`src/hdl/ttc_pkg.sv`:
```
package ttc_pkg;

    localparam int DIV_W          = 32;
    localparam int CNT_W          = 6;
    localparam int NS_W           = 30;
    localparam int PROD_W         = DIV_W + NS_W;
    localparam int TICK_WIDTH_DEF = 32;

    localparam logic [NS_W-1:0]  NS_PER_SEC   = NS_W'(1000000000);
    localparam logic [DIV_W-1:0] DEFAULT_FREQ = DIV_W'(100);

    typedef enum logic [1:0] {
        STAT_OK         = 2'd0,
        STAT_NO_PROCESS = 2'd1,
        STAT_BAD_CLOCK  = 2'd2,
        STAT_FAULT      = 2'd3
    } status_t;

    typedef enum logic [2:0] {
        FS_IDLE,
        FS_SEC,
        FS_MUL,
        FS_NS,
        FS_DONE
    } fsm_t;

    typedef struct packed {
        logic [31:0] clock_sel;
        logic [31:0] tick_count;
        logic        caller_allowed;
        logic        buffer_writable;
    } in_item_t;

    typedef struct packed {
        status_t     status;
        logic [31:0] seconds;
        logic [29:0] nanoseconds;
        logic [31:0] success_total;
        logic [31:0] denial_total;
        logic [31:0] fault_total;
    } out_item_t;

    typedef struct packed {
        logic             load;
        logic [DIV_W-1:0] rem_init;
        logic [DIV_W-1:0] dq_init;
        logic [CNT_W-1:0] steps;
    } div_cmd_t;

    typedef struct packed {
        logic busy;
        logic done;
    } div_stat_t;

    function automatic logic clock_supported(input logic [31:0] id);
        return id == 32'd0 || id == 32'd1 || id == 32'd4 || id == 32'd5
            || id == 32'd6 || id == 32'd7;
    endfunction

endpackage

```
`src/hdl/tick_to_timespec_clock_read.sv`:
```
// channel  | dir | handshake             | payload
// in       | in  | in_valid / in_stall   | in_data (clock_sel, tick_count, flags)
// out      | out | out_valid / out_stall | out_data (status, time, totals)
// cfg      | in  | cfg_wr_en             | cfg_wr_data (tick frequency)
//
// a granted read divides the ticks for seconds, a bit per cycle, waits for the
// divider's done, loads the product and divides it for nanoseconds, waits for done
// again, hands off the beat and returns to idle
// a rejected read goes straight to the hand-off; one request is worked at a time
// reset clears the counters and sets the frequency to 100
// a stalled output beat holds; the next request is taken while it waits
module tick_to_timespec_clock_read #(
    parameter int TICK_WIDTH = ttc_pkg::TICK_WIDTH_DEF
) (
    input  logic               clk,
    input  logic               rst_n,
    input  logic               in_valid,
    output logic               in_stall,
    input  ttc_pkg::in_item_t  in_data,
    output logic               out_valid,
    input  logic               out_stall,
    output ttc_pkg::out_item_t out_data,
    input  logic               cfg_wr_en,
    input  logic [31:0]        cfg_wr_data
);
    import ttc_pkg::*;

    localparam int EFF_W = (TICK_WIDTH < DIV_W) ? TICK_WIDTH : DIV_W;

    fsm_t              state_reg, state_next;
    logic [DIV_W-1:0]  freq_reg;
    logic [DIV_W-1:0]  divisor;
    status_t           stat_reg;
    status_t           stat_next;
    logic [31:0]       sec_reg;
    logic [NS_W-1:0]   ns_reg;
    logic [PROD_W-1:0] prod_reg;
    logic [31:0]       succ_reg, succ_next;
    logic [31:0]       deny_reg, deny_next;
    logic [31:0]       fault_reg, fault_next;
    logic              out_valid_reg, out_valid_next;
    out_item_t         out_reg;
    logic              accept;
    logic              out_load;
    div_cmd_t          div_cmd;
    div_stat_t         div_stat;
    logic [DIV_W-1:0]  div_quot;
    logic [DIV_W-1:0]  div_rem;

    assign divisor = (freq_reg == '0) ? DEFAULT_FREQ : freq_reg;
    assign accept  = in_valid && !in_stall;

    always_comb
    begin
        if (!in_data.caller_allowed)
            stat_next = STAT_NO_PROCESS;
        else if (!clock_supported(in_data.clock_sel))
            stat_next = STAT_BAD_CLOCK;
        else if (!in_data.buffer_writable)
            stat_next = STAT_FAULT;
        else
            stat_next = STAT_OK;
    end

    // next state
    always_comb
    begin
        state_next = state_reg;
        unique case (state_reg)
            FS_IDLE:
            begin
                if (in_valid)
                    state_next = (stat_next == STAT_OK) ? FS_SEC : FS_DONE;
            end
            FS_SEC:
            begin
                if (div_stat.done)
                    state_next = FS_MUL;
            end
            FS_MUL:
                state_next = FS_NS;
            FS_NS:
            begin
                if (div_stat.done)
                    state_next = FS_DONE;
            end
            FS_DONE:
            begin
                if (!out_valid_reg || !out_stall)
                    state_next = FS_IDLE;
            end
            default:
                state_next = FS_IDLE;
        endcase
    end

    // outputs of the sequencer
    always_comb
    begin
        in_stall         = 1'b1;
        out_load         = 1'b0;
        div_cmd.load     = 1'b0;
        div_cmd.rem_init = '0;
        div_cmd.dq_init  = in_data.tick_count << (DIV_W - EFF_W);
        div_cmd.steps    = CNT_W'(EFF_W);
        unique case (state_reg)
            FS_IDLE:
            begin
                in_stall     = 1'b0;
                div_cmd.load = in_valid && stat_next == STAT_OK;
            end
            FS_SEC:
                ;
            FS_MUL:
            begin
                div_cmd.load     = 1'b1;
                div_cmd.rem_init = prod_reg[PROD_W-1:NS_W];
                div_cmd.dq_init  = {prod_reg[NS_W-1:0], {(DIV_W-NS_W){1'b0}}};
                div_cmd.steps    = CNT_W'(NS_W);
            end
            FS_NS:
                ;
            FS_DONE:
                out_load = !out_valid_reg || !out_stall;
            default:
                ;
        endcase
    end

    always_comb
    begin
        succ_next  = succ_reg + 32'(stat_reg == STAT_OK);
        deny_next  = deny_reg + 32'(stat_reg == STAT_NO_PROCESS
                                    || stat_reg == STAT_BAD_CLOCK);
        fault_next = fault_reg + 32'(stat_reg == STAT_FAULT);
        if (out_load)
            out_valid_next = 1'b1;
        else
            out_valid_next = out_valid_reg && out_stall;
    end

    ttc_div u_div (
        .clk     (clk),
        .rst_n   (rst_n),
        .cmd     (div_cmd),
        .divisor (divisor),
        .stat    (div_stat),
        .quot    (div_quot),
        .rem     (div_rem)
    );

    always_ff @(posedge clk or negedge rst_n)
    begin
        if (!rst_n)
        begin
            state_reg     <= FS_IDLE;
            freq_reg      <= DEFAULT_FREQ;
            succ_reg      <= '0;
            deny_reg      <= '0;
            fault_reg     <= '0;
            out_valid_reg <= 1'b0;
        end
        else
        begin
            state_reg     <= state_next;
            out_valid_reg <= out_valid_next;
            if (cfg_wr_en)
                freq_reg <= cfg_wr_data;
            if (out_load)
            begin
                succ_reg  <= succ_next;
                deny_reg  <= deny_next;
                fault_reg <= fault_next;
            end
        end
    end

    always_ff @(posedge clk)
    begin
        if (accept)
        begin
            stat_reg <= stat_next;
            sec_reg  <= '0;
            ns_reg   <= '0;
        end
        if (state_reg == FS_SEC && div_stat.done)
        begin
            sec_reg  <= div_quot;
            prod_reg <= PROD_W'(div_rem) * PROD_W'(NS_PER_SEC);
        end
        if (state_reg == FS_NS && div_stat.done)
            ns_reg <= div_quot[NS_W-1:0];
        if (out_load)
        begin
            out_reg.status        <= stat_reg;
            out_reg.seconds       <= sec_reg;
            out_reg.nanoseconds   <= ns_reg;
            out_reg.success_total <= succ_next;
            out_reg.denial_total  <= deny_next;
            out_reg.fault_total   <= fault_next;
        end
    end

    assign out_valid = out_valid_reg;
    assign out_data  = out_reg;

`ifndef NO_ASSERTIONS
    a_busy_after_accept: assert property (@(posedge clk) disable iff (!rst_n)
        accept |=> in_stall)
        else $error("request taken while a request is in flight");

    a_done_in_divide: assert property (@(posedge clk) disable iff (!rst_n)
        div_stat.done |-> (state_reg == FS_SEC || state_reg == FS_NS))
        else $error("divider finished outside a divide phase");

    a_busy_in_divide: assert property (@(posedge clk) disable iff (!rst_n)
        div_stat.busy |-> (state_reg == FS_SEC || state_reg == FS_NS))
        else $error("divider running outside a divide phase");

    a_fail_zero_time: assert property (@(posedge clk) disable iff (!rst_n)
        out_valid && out_data.status != STAT_OK
            |-> out_data.seconds == '0 && out_data.nanoseconds == '0)
        else $error("failed read carries a time");

    a_ns_range: assert property (@(posedge clk) disable iff (!rst_n)
        out_valid |-> out_data.nanoseconds < NS_PER_SEC)
        else $error("nanoseconds out of range");

    a_one_count: assert property (@(posedge clk) disable iff (!rst_n)
        out_load |=> $countones({succ_reg != $past(succ_reg),
                                 deny_reg != $past(deny_reg),
                                 fault_reg != $past(fault_reg)}) == 1)
        else $error("beat did not bump exactly one counter");
`endif

endmodule

```
`src/hdl/ttc_div.sv`:
```
module ttc_div (
    input  logic                           clk,
    input  logic                           rst_n,
    input  ttc_pkg::div_cmd_t              cmd,
    input  logic [ttc_pkg::DIV_W-1:0]      divisor,
    output ttc_pkg::div_stat_t             stat,
    output logic [ttc_pkg::DIV_W-1:0]      quot,
    output logic [ttc_pkg::DIV_W-1:0]      rem
);
    import ttc_pkg::*;

    logic [DIV_W-1:0] rem_reg, rem_next;
    logic [DIV_W-1:0] dq_reg, dq_next;
    logic [CNT_W-1:0] cnt_reg, cnt_next;
    logic             done_reg, done_next;
    logic [DIV_W:0]   shifted;
    logic [DIV_W:0]   diff;
    logic             qbit;

    // one restoring step: bring in the next dividend bit, try the subtract
    always_comb
    begin
        shifted = {rem_reg, dq_reg[DIV_W-1]};
        diff    = shifted - {1'b0, divisor};
        qbit    = shifted >= {1'b0, divisor};
    end

    always_comb
    begin
        rem_next  = rem_reg;
        dq_next   = dq_reg;
        cnt_next  = cnt_reg;
        done_next = 1'b0;
        if (cmd.load)
        begin
            rem_next = cmd.rem_init;
            dq_next  = cmd.dq_init;
            cnt_next = cmd.steps;
        end
        else if (cnt_reg != '0)
        begin
            rem_next  = qbit ? diff[DIV_W-1:0] : shifted[DIV_W-1:0];
            dq_next   = {dq_reg[DIV_W-2:0], qbit};
            cnt_next  = cnt_reg - CNT_W'(1);
            done_next = cnt_reg == CNT_W'(1);
        end
    end

    always_ff @(posedge clk or negedge rst_n)
    begin
        if (!rst_n)
        begin
            cnt_reg  <= '0;
            done_reg <= 1'b0;
        end
        else
        begin
            cnt_reg  <= cnt_next;
            done_reg <= done_next;
        end
    end

    always_ff @(posedge clk)
    begin
        rem_reg <= rem_next;
        dq_reg  <= dq_next;
    end

    assign stat.busy = cnt_reg != '0;
    assign stat.done = done_reg;
    assign quot      = dq_reg;
    assign rem       = rem_reg;

endmodule

```
`config.mk`:
```
export PLATFORM = sky130hd
export DESIGN_NAME = tick_to_timespec_clock_read
export DESIGN_NICKNAME = d
export VERILOG_FILES = /design/src/hdl/ttc_pkg.sv /design/src/hdl/tick_to_timespec_clock_read.sv /design/src/hdl/ttc_div.sv
export SDC_FILE = /design/constraint.sdc
export NUM_CORES = 2
export LEC_CHECK = 0
export BUFFER_PORTS_ARGS = -buffer_cell sky130_fd_sc_hd__buf_2
export CELL_PAD_IN_SITES_DETAIL_PLACEMENT = 1
export CELL_PAD_IN_SITES_GLOBAL_PLACEMENT = 2
export CORE_MARGIN = 2
export CORE_UTILIZATION = 38
export CTS_CLUSTER_SIZE = 28
export DETAILED_ROUTE_END_ITERATION = 12
export GPL_ROUTABILITY_DRIVEN = 0
export PLACE_DENSITY_LB_ADDON = 0.1
export REMOVE_ABC_BUFFERS = 1
export SETUP_SLACK_MARGIN = 0.05
export SLEW_MARGIN = 20
export SYNTH_ARGS = -nofsm -noshare
export SYNTH_HDL_FRONTEND = slang
export SYNTH_SLANG_ARGS = --single-unit
```
`constraint.sdc`:
```
create_clock -name clk -period 7.4 [get_ports clk]
set_clock_uncertainty 0.2 [all_clocks]
set_input_delay 0 -clock clk [delete_from_list [all_inputs] [get_ports clk]]
set_output_delay 0 -clock clk [all_outputs]
set_load 0.02 [all_outputs]
```
==> Word-level counts from Yosys, hierarchy flattened <==
Cells that the tools add are included.
{ "op_classes": {"n_eq_ne": 17, "n_addsub": 5, "magnitude_cmp": 1, "n_reduce_logical": 24, "n_mux": 28, "n_mul": 1} }
{ "op_table": {"columns": ["operator", "count"], "rows": [
  ["$mux 32", 8],
  ["$eq 32x3->1 const B", 4],
  ["$add 32x1->32", 3],
  ["$mux 70", 1],
  ["$logic_not 32->1", 2],
  ["$mux 30", 2],
  ["$mul 32x21->53 const B", 1],
  ["$ge 33x32->1", 1],
  ["$eq 32x1->1 const B", 1],
  ["$sub 32x32->32", 1],
  ["$mux 3", 5],
  ["$pmux 3 s5", 1],
  ["$mux 6", 2],
  ["$logic_or 1x1->1", 7],
  ["$eq 3x2->1 const B", 2],
  ["$eq 6x1->1 const B", 1],
  ["$mux 2", 3],
  ["$reduce_bool 2->1", 3],
  ["$reduce_bool 6->1", 1],
  ["$sub 6x1->6 const B", 1],
  ["$logic_and 1x1->1", 5],
  ["$mux 1", 5],
  ["$eq 2x2->1 const B", 2],
  ["$logic_not 2->1", 2],
  ["other kinds (9)", 12]
]} }
{ "totals": {"elab_cells": 96, "ff_bits": 480} }

==> Depth between registers and ports, before layout <==
{ "logic_depth": {"ltp_word": 12, "ltp_mapped": 25, "ltp_nobuf": 24} }

==> Hierarchy <==
From an unflattened synthesis, not the netlist that was laid out.
{ "unflattened": {"cells_unflattened": 3095, "hier_area_um2": 35377.7} }
{ "modules_own_cells": {"columns": ["mod", "area_each_um2", "cells_each", "instances"], "rows": [
  ["tick_to_timespec_clock_read", 29953.7, 2550, 1],
  ["ttc_div", 5424.0, 545, 1]
]} }

==> Worst setup path before layout <==
Ideal clock, no wire load.
{ "synth_path": {"path_type": "register -> register", "start": "reg u_div.rem_reg[9] (netlist: u_div.rem[9])", "end": "reg prod_reg[61] (data pin)", "t_arrival_ns": 6.439, "setup_slack_ns": 0.503, "path_stages_with_launch": 23, "required_ns": 6.942, "n_path_buf": 0, "path_cell_list": "edfxtp_1 > inv_1 > fa_1 > fa_1 > fa_1 > fa_1 > fa_1 > inv_1 > fa_1 > inv_1 > fa_1 > inv_1 > ha_1 > a21o_1 > o21bai_1 > or3_1 > nor3_1 > nor2_1 > o21a_2 > a21oi_2 > o41ai_2 > o221a_1 > xnor2_1"} }
{ "synth_via": {"elab_chain_len": 1} }
{ "synth_lines": {"columns": ["element", "line", "text"], "rows": [
  ["start, declared", "ttc_div.sv:12", "logic [DIV_W-1:0] rem_reg, rem_next;"],
  ["start signal, assigned", "ttc_div.sv:65", "rem_reg <= rem_next;"],
  ["$mul 32x21->53", "tick_to_timespec_clock_read.sv:189", "prod_reg <= PROD_W'(div_rem) * PROD_W'(NS_PER_SEC);"],
  ["end signal, assigned", "tick_to_timespec_clock_read.sv:189", null],
  ["end, declared", "tick_to_timespec_clock_read.sv:37", "logic [PROD_W-1:0] prod_reg;"]
]} }
Every way passes these cells.
A chain may end at the register's enable or synchronous reset.

==> Worst setup path after layout <==
{ "layout_path": {"start": "reg u_div.rem_reg[1] (netlist: u_div.rem[1])", "end": "reg prod_reg[60] (data pin)"} }
The elaborated chain is that of the path after synthesis.

==> impl_metrics.json <==
{
  "worst_slew_pin_slew_ps": 1070,
  "endpoint_kind": "register",
  "cts_buffers": 57,
  "synth.cell_area_um2": 34100,
  "grt_pass1_vias": 26000,
  "maxCapViolCount": 0,
  "clk_latency_ps": 640,
  "async_flop_share_pct": 29.0,
  "ys_types": 95,
  "dieArea_um2": 92300,
  "start_util_pct": 38.5,
  "netlist_top_cells_count": "inv_1, edfxtp_1, fa_1, ha_1, nand2_1",
  "tritoncts": "built",
  "die_y_um": 304,
  "synth_top_area_share_pct": 30.0,
  "avgSynthCellArea_um2": 11.4,
  "synth-edff-count": 341,
  "core_um2": 88600,
  "antenna_found_initial": 4,
  "grt_start_max_net_pins": 116,
  "die_x_um": 304,
  "grt_use_total_pct": 22.0,
  "ant_nets": 0,
  "yosysSeqAreaShare_pct": 40.2,
  "worstSetupPathType": "reg2reg",
  "fin_crit_sh_pct": 96.2,
  "synth_top_area_cell": "edfxtp_1",
  "final_cells": 4728,
  "cts_sinks": 480,
  "max_stage_delay_ps": 560,
  "worst_ep_arrival_time_ps": 7300,
  "drc": 0,
  "largest_reg_flops": 160,
  "synth.most_common_cell": "inv_1",
  "synth_top_flop_cell": "edfxtp_1",
  "drv_slew": 0,
  "vias_per_cell": 4.92,
  "setup_viol": 0,
  "max_freq_mhz": 140,
  "grt_pass1_wl_mm": 157,
  "rows": 109,
  "vias": 23300,
  "drt_iter0_drc": 1025,
  "synth-seq-cells": 480,
  "synthToLayoutAreaGrowth_pct": 21.0,
  "crit_top_cell": "fa_1",
  "slew_headroom_pct": 28.4,
  "cp_num_buf_inv": 6,
  "crit_path_top_delay_cell": "fa_1",
  "drt-pass1-iter-count": 5,
  "cts-root-buf": "clkbuf_16",
  "grt.overflow.total": 0,
  "synth.area.top_cells": "edfxtp_1, fa_1, ha_1",
  "clockBufferDepth": 3,
  "status": "finished, violations left",
  "crit_path_start_kind": "register",
  "critPathTopFamily": "adder cells",
  "yosys_warnings": 0,
  "min_period_ps": 7120,
  "port_buffers": 263,
  "place_inst": 4433,
  "cp.required_ps": 7580,
  "failed_checks": "negative hold slack",
  "nets": 4235,
  "worstPathCellList": "inv_1, fa_1, fa_1, fa_1, fa_1, fa_1, inv_1, fa_1, inv_1, fa_1, inv_1, ha_4, and3_1, and3_1, nand2_1, a211oi_2, buf_4, o21ai_1, buf_4, o31a_1, o21a_1, o21ai_1, a21oi_1, xnor2_1",
  "clk_pin_slew_ps": 60,
  "netlist_instances": 3002,
  "min_path_type": "in2reg",
  "drive_gt1_share_pct": 15.1,
  "pin_count": 265,
  "finalWirelength_mm": 99.6,
  "rsz0062_at_grt": "no",
  "hold_ws_ps": -4.66,
  "final-hold-violation-count": 1,
  "dpl.hpwl_mm": 78.4,
  "wl_per_cell_um": 21.1,
  "htreeDepth": 2,
  "crit_fanout": 5
}
kinds of logic (layout without fill, tap and decap cells):
| kind of cell | count (synthesis) | after routing | share of synthesized area [%] |
|---|---|---|---|
| and+or+nand+nor | 682 | 682 | 9.53 |
| adders and majority gates | 621 | 621 | 29.6 |
| buffers and inverters | 569 | 1127 | 6.37 |
| DFF | 480 | 480 | 40.2 |
| AOI/OAI and AO/OA | 377 | 377 | 7.21 |
| xor gates and xnor gates | 263 | 263 | 6.75 |
| muxes | 10 | 10 | 0.308 |
| other | 0 | 3 | 0 |
per-stage QoR:
| step | setup TNS, ps | area, um^2 | utilization (%) | hold slack, ps | setup slack [ps] |
|---|---|---|---|---|---|
| 6_report | 0 | 41300 | 46.6 | -4.66 | 282 |
| 5_1_grt | 0 | 41300 | 46.6 | 8.96 | 39.3 |
| 4_1_cts | 0 | 41000 | 46.2 | 2.44 | 59.9 |
| 3_5_place_dp | -6.50 | 37200 | 42.0 | -144 | -6.50 |
| 3_3_place_gp | 0 | 37200 | 42.0 | -156 | 95.7 |
| 2_1_floorplan | 0 | 33800 | - | -496 | 503 |
path summary, 6_finish.rpt:
path / to / from / cells past startpoint / slack (ps)
worst max-delay path: prod_reg[60] / u_div.rem[1] / 24 / 280
worst min-delay path: stat_reg[1] / in_data[57] / 5 / -5
worst max register to register: prod_reg[60] / u_div.rem[1] / 24 / 280
worst min register to register: out_data[123] / ns_reg[27] / 0 / 210
max in group asynchronous: deny_reg[23] / rst_n / 5 / 5990
min in group asynchronous: freq_reg[5] / rst_n / 3 / 310
cell type report:
class	instances	area, um^2
Timing Repair Buffer	527	3770
Fill cell	9571	47300
Tap cell	1165	1460
Antenna cell	3	7.51
Clock buffer	64	1480
Sequential cell	480	13700
Multi-Input combinational cell	1953	18500
Inverter	492	1860
Clock inverter	44	542
routing by layer:
layer / part of all wire, % / GRT usage, % / up-vias
met4: 2.3 / 5.18 / 0
met2: 47 / 35.9 / 388
met5: 0 / 0 / -
met3: 3.7 / 2.83 / 131
li1: - / - / 11000
met1: 47 / 31.4 / 11800
placed cells by master (no fill, tap or decap), types with 6 or more instances in the layout:
| cell | n |
|---|---|
| inv_1 | 482 |
| edfxtp_1 | 341 |
| fa_1 | 309 |
| ha_1 | 297 |
| nand2_1 | 272 |
| buf_2 | 262 |
| dlygate4sd3_1 | 170 |
| xnor2_1 | 144 |
| dfrtp_1 | 136 |
| nor2_1 | 128 |
| xor2_1 | 119 |
| a21oi_1 | 102 |
| buf_4 | 91 |
| o21ai_0 | 87 |
| and2_1 | 72 |
| clkbuf_16 | 58 |
| nand3_1 | 48 |
| a21o_1 | 45 |
| nand4_1 | 34 |
| and3_1 | 27 |
| nor3_1 | 21 |
| a22oi_1 | 21 |
| nor4_1 | 16 |
| o21ai_1 | 14 |
| o21bai_1 | 12 |
| clkinv_2 | 12 |
| nor2b_1 | 10 |
| o21a_1 | 10 |
| bufinv_16 | 10 |
| a31oi_1 | 9 |
| ha_4 | 9 |
| clkinv_1 | 9 |
| clkinvlp_4 | 8 |
| inv_2 | 8 |
| nand2b_1 | 7 |
| a21boi_0 | 6 |
| nand3_2 | 6 |
| mux2i_1 | 6 |
worst register-to-register path: stages, from the launching register on:
cell	delay, ps
edfxtp_1	470
inv_1	150
fa_1	490
fa_1	480
fa_1	560
fa_1	480
fa_1	560
inv_1	60
fa_1	530
inv_1	50
fa_1	510
inv_1	70
ha_4	290
and3_1	180
and3_1	200
nand2_1	70
a211oi_2	200
buf_4	140
o21ai_1	60
buf_4	170
o31a_1	340
o21a_1	230
o21ai_1	160
a21oi_1	100
xnor2_1	130
timing repair:
item	in CTS	in global routing
hold buffers	169	2
endpoints found under the hold margin	143	1
pin swaps	0	23
setup buffers	2	10
endpoints found under the setup margin	3	12
gates resized for setup	7	35
Power is not shown: default switching activity piles up to over one toggle a cycle in this logic, so the estimate is an artifact.
